--- src/hw/rtl/aef_pkg.sv ---
// Shared constants, command type and widths for the ADC EMA filter.
package aef_pkg;

  localparam int SampleW  = 12;
  localparam int AlphaW   = 17;
  localparam int Q16W     = 28;
  localparam int MvW      = 16;
  localparam int ScaledW  = 20;   // sample * 220, max 900900
  localparam int QuotW    = 12;   // whole millivolts, max 3300
  localparam int RemW     = 9;    // remainder of divide by 273
  localparam int FracW    = 16;
  localparam int Recip1W  = 21;
  localparam int Recip2W  = 26;
  localparam int InDataW  = 16;
  localparam int OutDataW = 48;

  // 3300/4095 reduces to 220/273
  localparam logic [7:0]          SCALE_MUL    = 8'd220;
  localparam logic [8:0]          DIVISOR      = 9'd273;
  // ceil(2^29/273): exact floor(m/273) for m < 2^20
  localparam logic [Recip1W-1:0]  RECIP1       = 21'd1966561;
  localparam int                  Recip1Shift  = 29;
  // ceil(2^34/273): exact floor(r*65536/273) for r < 273
  localparam logic [Recip2W-1:0]  RECIP2       = 26'd62929924;
  localparam int                  Recip2Shift  = 18;
  localparam logic [AlphaW-1:0]   ALPHA_ONE    = 17'd65536;
  localparam logic [AlphaW-1:0]   ALPHA_RESET  = 17'd16384;
  localparam logic [Q16W-1:0]     Q16_MAX      = 28'd216268800;
  localparam logic [16:0]         ROUND_HALF   = 17'd32768;

  // one-hot step strobes from the sequencer
  typedef struct packed {
    logic load;
    logic scale;
    logic quot;
    logic rem;
    logic frac;
    logic mac;
    logic upd;
    logic out;
  } aef_cmd_t;

endpackage

--- src/hw/rtl/aef_ctrl.sv ---
// Sequencer for the ADC EMA filter: steps the datapath and owns the handshakes.
module aef_ctrl (
  input  logic             clk,
  input  logic             rst,
  input  logic             in_valid,
  input  logic             out_ready,
  output logic             in_ready,
  output logic             out_valid,
  output aef_pkg::aef_cmd_t cmd
);
  import aef_pkg::*;

  typedef enum logic [2:0] {
    S_IDLE,
    S_SCALE,
    S_QUOT,
    S_REM,
    S_FRAC,
    S_MAC,
    S_UPD,
    S_OUT
  } state_t;

  state_t state;
  logic   out_free;

  assign in_ready = (state == S_IDLE);
  assign out_free = !out_valid || out_ready;

  always_comb begin
    cmd       = '0;
    cmd.load  = (state == S_IDLE) && in_valid;
    cmd.scale = (state == S_SCALE);
    cmd.quot  = (state == S_QUOT);
    cmd.rem   = (state == S_REM);
    cmd.frac  = (state == S_FRAC);
    cmd.mac   = (state == S_MAC);
    cmd.upd   = (state == S_UPD);
    cmd.out   = (state == S_OUT) && out_free;
  end

  always_ff @(posedge clk) begin
    if (rst) begin
      state     <= S_IDLE;
      out_valid <= 1'b0;
    end else begin
      // a new result load wins over the handoff of the old one
      if (cmd.out) begin
        out_valid <= 1'b1;
      end else if (out_valid && out_ready) begin
        out_valid <= 1'b0;
      end
      case (state)
        S_IDLE:  if (in_valid) state <= S_SCALE;
        S_SCALE: state <= S_QUOT;
        S_QUOT:  state <= S_REM;
        S_REM:   state <= S_FRAC;
        S_FRAC:  state <= S_MAC;
        S_MAC:   state <= S_UPD;
        S_UPD:   state <= S_OUT;
        S_OUT: begin
          if (out_free) begin
            state <= S_IDLE;
          end
        end
        default: state <= S_IDLE;
      endcase
    end
  end

endmodule

--- src/hw/rtl/aef_datapath.sv ---
// Datapath for the ADC EMA filter: mV conversion, EMA update, output payload.
module aef_datapath (
  input  logic                        clk,
  input  logic                        rst,
  input  aef_pkg::aef_cmd_t           cmd,
  input  logic [aef_pkg::SampleW-1:0] sample_in,
  input  logic                        cfg_we,
  input  logic [aef_pkg::AlphaW-1:0]  cfg_data,
  output logic [aef_pkg::Q16W-1:0]    q16_out,
  output logic [aef_pkg::MvW-1:0]     mv_out
);
  import aef_pkg::*;

  logic [AlphaW-1:0]  alpha;
  logic [SampleW-1:0] sample;
  logic [ScaledW-1:0] scaled;
  logic [QuotW-1:0]   quot;
  logic [RemW-1:0]    rem;
  logic [Q16W-1:0]    x;
  logic [Q16W-1:0]    y;
  logic signed [46:0] prod;

  logic [ScaledW+Recip1W-1:0] prod1;
  logic [ScaledW-1:0]         rem_full;
  logic [RemW+Recip2W-1:0]    prod2;
  logic [AlphaW-1:0]          alpha_eff;
  logic signed [17:0]         alpha_s;
  logic signed [28:0]         diff;
  logic signed [46:0]         prod_next;
  logic signed [46:0]         rounded;
  logic signed [31:0]         y_sum;
  logic [Q16W-1:0]            y_next;
  logic [Q16W:0]              mv_sum;

  always_ff @(posedge clk) begin
    if (rst) begin
      alpha <= ALPHA_RESET;
    end else if (cfg_we) begin
      alpha <= cfg_data;
    end
  end

  // floor(m/273) by reciprocal, then remainder, then fractional part
  assign prod1    = {{Recip1W{1'b0}}, scaled} * {{ScaledW{1'b0}}, RECIP1};
  assign rem_full = scaled - ScaledW'(quot) * ScaledW'(DIVISOR);
  assign prod2    = {{Recip2W{1'b0}}, rem} * {{RemW{1'b0}}, RECIP2};

  assign alpha_eff = (alpha > ALPHA_ONE) ? ALPHA_ONE : alpha;
  assign alpha_s   = $signed({1'b0, alpha_eff});
  assign diff      = $signed({1'b0, x}) - $signed({1'b0, y});
  assign prod_next = alpha_s * diff;

  assign rounded = prod + $signed({30'd0, ROUND_HALF});
  assign y_sum   = $signed({4'd0, y}) + {rounded[46], rounded[46:16]};

  always_comb begin
    if (y_sum < 0) begin
      y_next = '0;
    end else if (y_sum > $signed({4'd0, {Q16W{1'b1}}})) begin
      y_next = {Q16W{1'b1}};
    end else begin
      y_next = y_sum[Q16W-1:0];
    end
  end

  // y <= 3300 mV, so the int16 clamp never engages: 13 bits fit directly
  assign mv_sum = {1'b0, y} + (Q16W+1)'(ROUND_HALF);

  always_ff @(posedge clk) begin
    if (rst) begin
      y <= '0;
    end else if (cmd.upd) begin
      y <= y_next;
    end
  end

  always_ff @(posedge clk) begin
    if (cmd.load)  sample <= sample_in;
    if (cmd.scale) scaled <= ScaledW'(sample) * ScaledW'(SCALE_MUL);
    if (cmd.quot)  quot   <= prod1[Recip1Shift+QuotW-1:Recip1Shift];
    if (cmd.rem)   rem    <= rem_full[RemW-1:0];
    if (cmd.frac)  x      <= {quot, prod2[Recip2Shift+FracW-1:Recip2Shift]};
    if (cmd.mac)   prod   <= prod_next;
    if (cmd.out) begin
      q16_out <= y;
      mv_out  <= {3'd0, mv_sum[Q16W:16]};
    end
  end

endmodule

--- src/hw/rtl/adc_ema_filter_top.sv ---
// Top level of the ADC EMA filter: stream ports, sequencer and datapath.
// Each accepted request runs through the seven-step sequencer (scale, reciprocal divide,
//   remainder, fraction, multiply, update, output); the result is valid after the output
//   step, which waits while an earlier result is still held. Requests are taken only in idle.
// The next request is taken while a finished result waits on the output.
// Reset (rst, sync, active high): filter value 0, alpha 16384, no result held.
module adc_ema_filter_top (
  input  logic                         clk,
  input  logic                         rst,
  // input stream
  input  logic                         s_tvalid,
  output logic                         s_tready,
  input  logic [aef_pkg::InDataW-1:0]  s_tdata,   // [11:0] adc_sample
  // output stream
  output logic                         m_tvalid,
  input  logic                         m_tready,
  output logic [aef_pkg::OutDataW-1:0] m_tdata,   // [27:0] filtered_q16, [43:28] filtered_mv
  // alpha register write
  input  logic                         cfg_valid,
  output logic                         cfg_ready,
  input  logic [aef_pkg::AlphaW-1:0]   cfg_data
);
  import aef_pkg::*;

  aef_cmd_t          cmd;
  logic [Q16W-1:0]   q16;
  logic [MvW-1:0]    mv;

  // register writes land at once; that config only changes while idle is up to the user, unchecked by the block
  assign cfg_ready = 1'b1;

  aef_ctrl u_ctrl (
    .clk       (clk),
    .rst       (rst),
    .in_valid  (s_tvalid),
    .out_ready (m_tready),
    .in_ready  (s_tready),
    .out_valid (m_tvalid),
    .cmd       (cmd)
  );

  aef_datapath u_dp (
    .clk       (clk),
    .rst       (rst),
    .cmd       (cmd),
    .sample_in (s_tdata[SampleW-1:0]),
    .cfg_we    (cfg_valid && cfg_ready),
    .cfg_data  (cfg_data),
    .q16_out   (q16),
    .mv_out    (mv)
  );

  // pack result, pad to whole bytes
  assign m_tdata = {{(OutDataW-Q16W-MvW){1'b0}}, mv, q16};

  // sequencer busy right after taking a request
  a_busy_after_accept: assert property (@(posedge clk) disable iff (rst)
    (s_tvalid && s_tready) |=> !s_tready)
    else $error("input ready while a request is in flight");

  // output valid only drops when taken and no new load
  a_valid_drop: assert property (@(posedge clk) disable iff (rst)
    (m_tvalid && m_tready && !cmd.out) |=> !m_tvalid)
    else $error("result repeated after handoff");

  // filter value stays within full scale
  a_q16_range: assert property (@(posedge clk) disable iff (rst)
    m_tvalid |-> (m_tdata[Q16W-1:0] <= Q16_MAX))
    else $error("filtered value above full scale");

  // no result load while a result is held and not taken
  a_no_overwrite: assert property (@(posedge clk) disable iff (rst)
    cmd.out |-> (!m_tvalid || m_tready))
    else $error("result overwritten before handoff");

endmodule

--- config.mk ---
export PLATFORM = sky130hd
export DESIGN_NAME = adc_ema_filter_top
export DESIGN_NICKNAME = d
export VERILOG_FILES = /design/src/hw/rtl/aef_pkg.sv /design/src/hw/rtl/aef_ctrl.sv /design/src/hw/rtl/aef_datapath.sv /design/src/hw/rtl/adc_ema_filter_top.sv
export SDC_FILE = /design/constraint.sdc
export NUM_CORES = 2
export LEC_CHECK = 0
export BUFFER_PORTS_ARGS = -buffer_cell sky130_fd_sc_hd__buf_2
export CAP_MARGIN = 30
export CORE_ASPECT_RATIO = 1.75
export CORE_UTILIZATION = 50
export CTS_CLUSTER_SIZE = 12
export DETAILED_ROUTE_END_ITERATION = 16
export HOLD_SLACK_MARGIN = 0.02
export PLACE_DENSITY_LB_ADDON = 0.08
export RECOVER_POWER = 25
export SYNTH_ARGS = -nofsm -noshare
export SYNTH_HDL_FRONTEND = slang
export SYNTH_SLANG_ARGS = --single-unit
--- constraint.sdc ---
create_clock -name clk -period 8.75 [get_ports clk]
set_input_delay 1.75 -clock clk [delete_from_list [all_inputs] [get_ports clk]]
set_output_delay 1.75 -clock clk [all_outputs]
set_load 0.03 [all_outputs]
# After elaboration in Yosys (flattened, before gate mapping)
# Cells that the tools add are included.
dict set report op_classes {
  addsub 5
  mul 5
  n_lt_le_gt_ge 3
  eq_ne 9
  muxes 8
  reduce_logical 8
}
# operator count
set ops {}
lappend ops {{$mux W28} 2}
lappend ops {{$add A47 B17 Y47 const B} 1}
lappend ops {{$mul A18 B29 Y47} 1}
lappend ops {{$mul A18 B21 Y39 const B} 1}
lappend ops {{$add A29 B31 Y32} 1}
lappend ops {{$gt A32 B29 Y1 const B} 1}
lappend ops {{$lt A32 B1 Y1 const B} 1}
lappend ops {{$mul A9 B24 Y32 const B} 1}
lappend ops {{$add A28 B16 Y29 const B} 1}
lappend ops {{$sub A28 B28 Y29} 1}
lappend ops {{$pmux W3 S8} 1}
lappend ops {{$mul A12 B6 Y18 const B} 1}
lappend ops {{$gt A17 B17 Y1 const B} 1}
lappend ops {{$mux W17} 1}
lappend ops {{$eq A3 B3 Y1 const B} 4}
lappend ops {{$mul A12 B9 Y9 const B} 1}
lappend ops {{$sub A9 B9 Y9} 1}
lappend ops {{$eq A3 B2 Y1 const B} 2}
lappend ops {{$mux W3} 2}
lappend ops {{$eq A3 B1 Y1 const B} 1}
lappend ops {{$logic_and A1 B1 Y1} 3}
lappend ops {{$logic_not A3 Y1} 1}
lappend ops {{$mux W1} 2}
lappend ops {{$ne A2 B1 Y1 const B} 1}
lappend ops {{5 further kinds} 5}
dict set report word_totals {
  register_bits 216
  input_bits 38
  out_inout_bits 51
  elab_cells 50
}

# Depth between registers and ports, before layout
dict set report logic_depth {
  ltp_word 5
  mapped_depth 37
  depth_no_buf 34
}

# Hierarchy
# Synthesis repeated with hierarchy kept, for this count alone.
dict set report hier_totals {
  hier_cells 3649
  hier_area_um2 34596.9
}
# mod n_inst cells_each area_each_um2 seq_area_each_um2
set by_module_without_submodules {}
lappend by_module_without_submodules {aef_datapath 1 3605 34249.1 5465.2}
lappend by_module_without_submodules {aef_ctrl 1 37 302.8 80.1}
lappend by_module_without_submodules {adc_ema_filter_top 1 7 45.0 0.0}

# Worst setup path after synthesis
# OpenSTA, ideal clock, no wires.
dict set report synth_timing {
  kind {register to register}
  startpoint {reg u_dp.y[0]}
  endpoint {reg u_dp.prod[46], data pin}
  setup_ns 0.260
  t_arrival_ns 7.988
  required_time_ns 8.490
  slack_ns 0.502
  stages_incl_launch_ff 33
  path_buffers 1
  period_less_slack_ns 8.248
  path_cell_list {dfxtp_1 -> ha_1 -> fa_1 -> nor2b_1 -> o21ai_2 -> a21boi_4 -> o311ai_2 -> o311ai_4 -> a21oi_2 -> or4b_1 -> o311a_2 -> buf_6 -> nor2_2 -> fa_1 -> inv_1 -> fa_1 -> fa_1 -> inv_1 -> fa_1 -> fa_1 -> inv_1 -> fa_1 -> inv_1 -> ha_1 -> a21oi_1 -> o21ai_0 -> a221o_1 -> a311oi_1 -> a2bb2oi_1 -> o31ai_1 -> o221a_2 -> a21oi_1 -> xnor2_1}
}
dict set report synth_between {
  elab_chain_cells 2
}
# element line
set synth_lines {}
lappend synth_lines {{from (decl)} aef_datapath.sv:20} ;# logic [Q16W-1:0] y;
lappend synth_lines {{from (signal assigned)} aef_datapath.sv:73} ;# y <= y_next;
lappend synth_lines {{$sub A28 B28 Y29} aef_datapath.sv:50} ;# assign diff = $signed({1'b0, x}) - $signed({1'b0, y});
lappend synth_lines {{$mul A18 B29 Y47} aef_datapath.sv:51} ;# assign prod_next = alpha_s * diff;
lappend synth_lines {{net u_dp.prod_next[46]} aef_datapath.sv:29} ;# logic signed [46:0] prod_next;
lappend synth_lines {{to (signal assigned)} aef_datapath.sv:83} ;# if (cmd.mac) prod <= prod_next;
lappend synth_lines {{to (decl)} aef_datapath.sv:21} ;# logic signed [46:0] prod;
# The timed path passes the listed nets, and every way through them passes these cells.
# A chain may end at the register's enable or synchronous reset.

# Worst setup path after layout
dict set report layout_timing {
  startpoint {reg u_dp.x[0]}
  endpoint {reg u_dp.prod[45], data pin}
}
dict set report layout_between {
  elab_chain_cells 2
}
# element line
set layout_lines {}
lappend layout_lines {{from (decl)} aef_datapath.sv:19} ;# logic [Q16W-1:0] x;
lappend layout_lines {{from (signal assigned)} aef_datapath.sv:82} ;# if (cmd.frac) x <= {quot, prod2[Recip2Shift+FracW-1:Recip2Shift]};
lappend layout_lines {{$sub A28 B28 Y29} aef_datapath.sv:50}
lappend layout_lines {{$mul A18 B29 Y47} aef_datapath.sv:51}
lappend layout_lines {{net u_dp.prod_next[45]} aef_datapath.sv:29}
# The timed path passes the listed nets, and every way through them passes these cells.

==> impl_metrics.env <==
export IMPL_io_pins=89
export IMPL_arrival_ps=8800
export IMPL_crit_path_top_delay_cell="fa_2"
export IMPL_drive_above_1_share_pct=11.8
export IMPL_h_tree_depth=1
export IMPL_drc=0
export IMPL_hold_buffers=0
export IMPL_yosys_warnings=0
export IMPL_synth_seq_cells=201
export IMPL_postSynth_asyncResetShare_pct=0
export IMPL_cp_start_kind="register"
export IMPL_drt_iter0_drc=1114
export IMPL_cts_buffers=23
export IMPL_final_area_um2=39200
export IMPL_die_h_um=354
export IMPL_fin_skew_ps=25.1
export IMPL_place_area_um2=38200
export IMPL_cts_tree="built"
export IMPL_finalSetupViolCount=0
export IMPL_hold_viol_final=0
export IMPL_wirelength_mm=100
export IMPL_ys_flop_type="edfxtp_1"
export IMPL_fin_cells=4877
export IMPL_status="finished with violations"
export IMPL_netlist_area_um2=35400
export IMPL_vias=26300
export IMPL_worstPathMaxFanout=8
export IMPL_cap_violations=1
export IMPL_clk_latency_ps=590
export IMPL_maxSlewViolCount=29
export IMPL_fin_nets=4964
export IMPL_clkSlewWorstSetupHoldPaths_ps=60
export IMPL_fillCellCount=6504
export IMPL_num_antenna_cells=0
export IMPL_max_freq_mhz=118
export IMPL_via_per_inst=5.40
export IMPL_min_path_type="register to register"
export IMPL_track_usage_pct=29.4
export IMPL_slowest_delay_ps=630
export IMPL_crit_type="register to register"
export IMPL_timing_max_slew_rel_slack_pct=-18.1
export IMPL_grt_ovfl_total=0
export IMPL_grt_pass1_vias=29000
export IMPL_cp_end_kind="register"
export IMPL_syn_inst=3740
export IMPL_hpwlAfterDp_mm=85.8
export IMPL_drt_wirelength_per_cell_um=20.6
export IMPL_post_route_min_period_ps=8460
export IMPL_violations="max-capacitance violations, max-slew violations"
export IMPL_drtAntennaViolNets=0
export IMPL_die_w_um=203
export IMPL_rows=128
export IMPL_dp_cells=4825
export IMPL_root_buffer="clkbuf_16"
export IMPL_antenna_found_initial=1
export IMPL_gp_congestion=0.940
export IMPL_areaGrowthSynthToFinish_pct=10.8
export IMPL_grt_pass1_wl_mm=158
export IMPL_io_buffers=76
export IMPL_fin_crit_sh_pct=96.7
export IMPL_core_um2=69800
export IMPL_initial_core_util_pct=50.6
export IMPL_tightest_slew_ps=1770
export IMPL_rsz0062_at_grt="yes"
export IMPL_synth_cell_types=97
export IMPL_ctsLongestPathBuffers=3
export IMPL_syn_area_per_cell_um2=9.45
export IMPL_grt_max_degree=50
export IMPL_seq_area_frac_synth_pct=15.7
export IMPL_cts_sinks=201
export IMPL_die_area_um2=71800
export IMPL_synth_edf_count=152
export IMPL_drt_pass1_iterations=5
export IMPL_crit_required_ps=9080
## synthesized netlist by cell type (11+ instances only)
| cell type | number | area [um^2] |
|---|---|---|
| o21ai_2 | 20 | 175 |
| edfxtp_1 | 152 | 4560 |
| dfxtp_1 | 49 | 981 |
| nand3_1 | 40 | 200 |
| and2_1 | 60 | 375 |
| xnor2_1 | 122 | 1070 |
| nor2_1 | 280 | 1050 |
| ha_1 | 389 | 4870 |
| inv_1 | 822 | 3090 |
| clkbuf_1 | 104 | 390 |
| o21bai_1 | 18 | 135 |
| nor4_1 | 23 | 144 |
| nand4_1 | 25 | 156 |
| or2_1 | 13 | 81.3 |
| a211oi_1 | 12 | 90.1 |
| xor2_1 | 61 | 534 |
| a21o_1 | 51 | 383 |
| a31oi_1 | 18 | 113 |
| nand3b_1 | 11 | 82.6 |
| nor3_1 | 50 | 250 |
| nor3b_1 | 16 | 120 |
| and3_1 | 31 | 194 |
| a21oi_1 | 124 | 621 |
| nand2b_1 | 35 | 219 |
| mux2i_1 | 38 | 380 |
| o21ai_0 | 56 | 280 |
| nand2_1 | 306 | 1150 |
| fa_1 | 587 | 11800 |
| or2_2 | 12 | 75.1 |
| a21oi_2 | 21 | 184 |
| nor2b_1 | 20 | 125 |
| or3_1 | 16 | 100 |
## worst paths after layout
check	start	endpoint	slack (ps)	cells after the start
worst max-delay path	u_dp.x[0]	u_dp.prod[45]	290	33
worst min-delay path	u_dp.quot[10]	u_dp.x[26]	410	0
worst max register to register	u_dp.x[0]	u_dp.prod[45]	290	33
worst min register to register	u_dp.quot[10]	u_dp.x[26]	410	0
## flip-flops by register name, indices dropped and copies added (netlist names)
signal            cells
u_dp.quot            12
u_ctrl.state          3
u_dp.mv_out          13
u_dp.sample          12
u_dp.prod            32
u_dp.y               28
u_dp.x               28
u_dp.rem              9
u_dp.alpha           17
u_dp.scaled          18
u_ctrl.out_valid      1
u_dp.q16_out         28
## metal layers
layer  wire length [um]  up-vias  global-route usage [%]
met2              55300      646                    56.9
li1                   -    12200                       -
met1              32100    13200                    27.7
met4               9670        2                    23.1
met5                 10        -                       0
met3               3180      338                    2.76
## area by class of cell
cell class / instances / area (um^2) / area share [%]
repair buffers: 309 / 2250 / 5.75
clock inverters: 8 / 63.8 / 0.163
flip-flops and latches: 201 / 5550 / 14.2
multi-input cells: 2592 / 26400 / 67.5
clock buffers: 34 / 658 / 1.68
well taps: 910 / 1140 / 2.91
inverters: 823 / 3090 / 7.88
## stage by stage
stage	hold WS (ps)	util [%]	TNS, ps	setup slack, ps
2_1_floorplan	400	-	0	502
6_report	414	56.1	0	287
3_5_place_dp	409	54.7	-375	-94.9
4_1_cts	414	55.8	0	6.34
5_1_grt	421	56.1	-176	-55.8
3_3_place_gp	402	54.7	-147	-51.8
## cells in the final DEF, fill, tap and decap left out, drive strengths merged, types with 31 or more instances in the layout
cell type,n
nor2,290
nor3,51
ha,389
mux2i,38
xor2,61
nand2b,35
inv,825
and2,61
buf,289
fa,587
dfxtp,49
edfxtp,152
xnor2,122
nand2,306
a21o,51
o21ai,78
nand3,43
a21oi,147
clkbuf,54
and3,31
## cell families after synthesis
kind of cell	count (synthesis)	synth area share, %
buf+inv	953	10.3
simple gates	975	13.2
other cells	2	0.0212
fa+ha+maj	976	47.0
compound gates	410	8.03
mux	40	1.15
flops	201	15.7
xor+xnor	183	4.53
## what timing repair did
action | in CTS | in global routing
endpoints found under the setup margin | 5 | 22
resized for setup | 8 | 53
cloned | 0 | 0
buffers inserted | 1 | 9
pin swaps | 2 | 34
## critical path: cells and delay by family, from the launching register on
family | cells | cell delay [ps]
AOI/OAI and AO/OA | 12 | 2440
DFF | 1 | 330
buffers and inverters | 7 | 580
and+or+nand+nor | 4 | 860
adders and majority gates | 9 | 3860
xor gates and xnor gates | 1 | 140
Power is left out: the tool's default activity adds up to more than one toggle a clock period on the data nets, which glitch-free logic cannot reach.
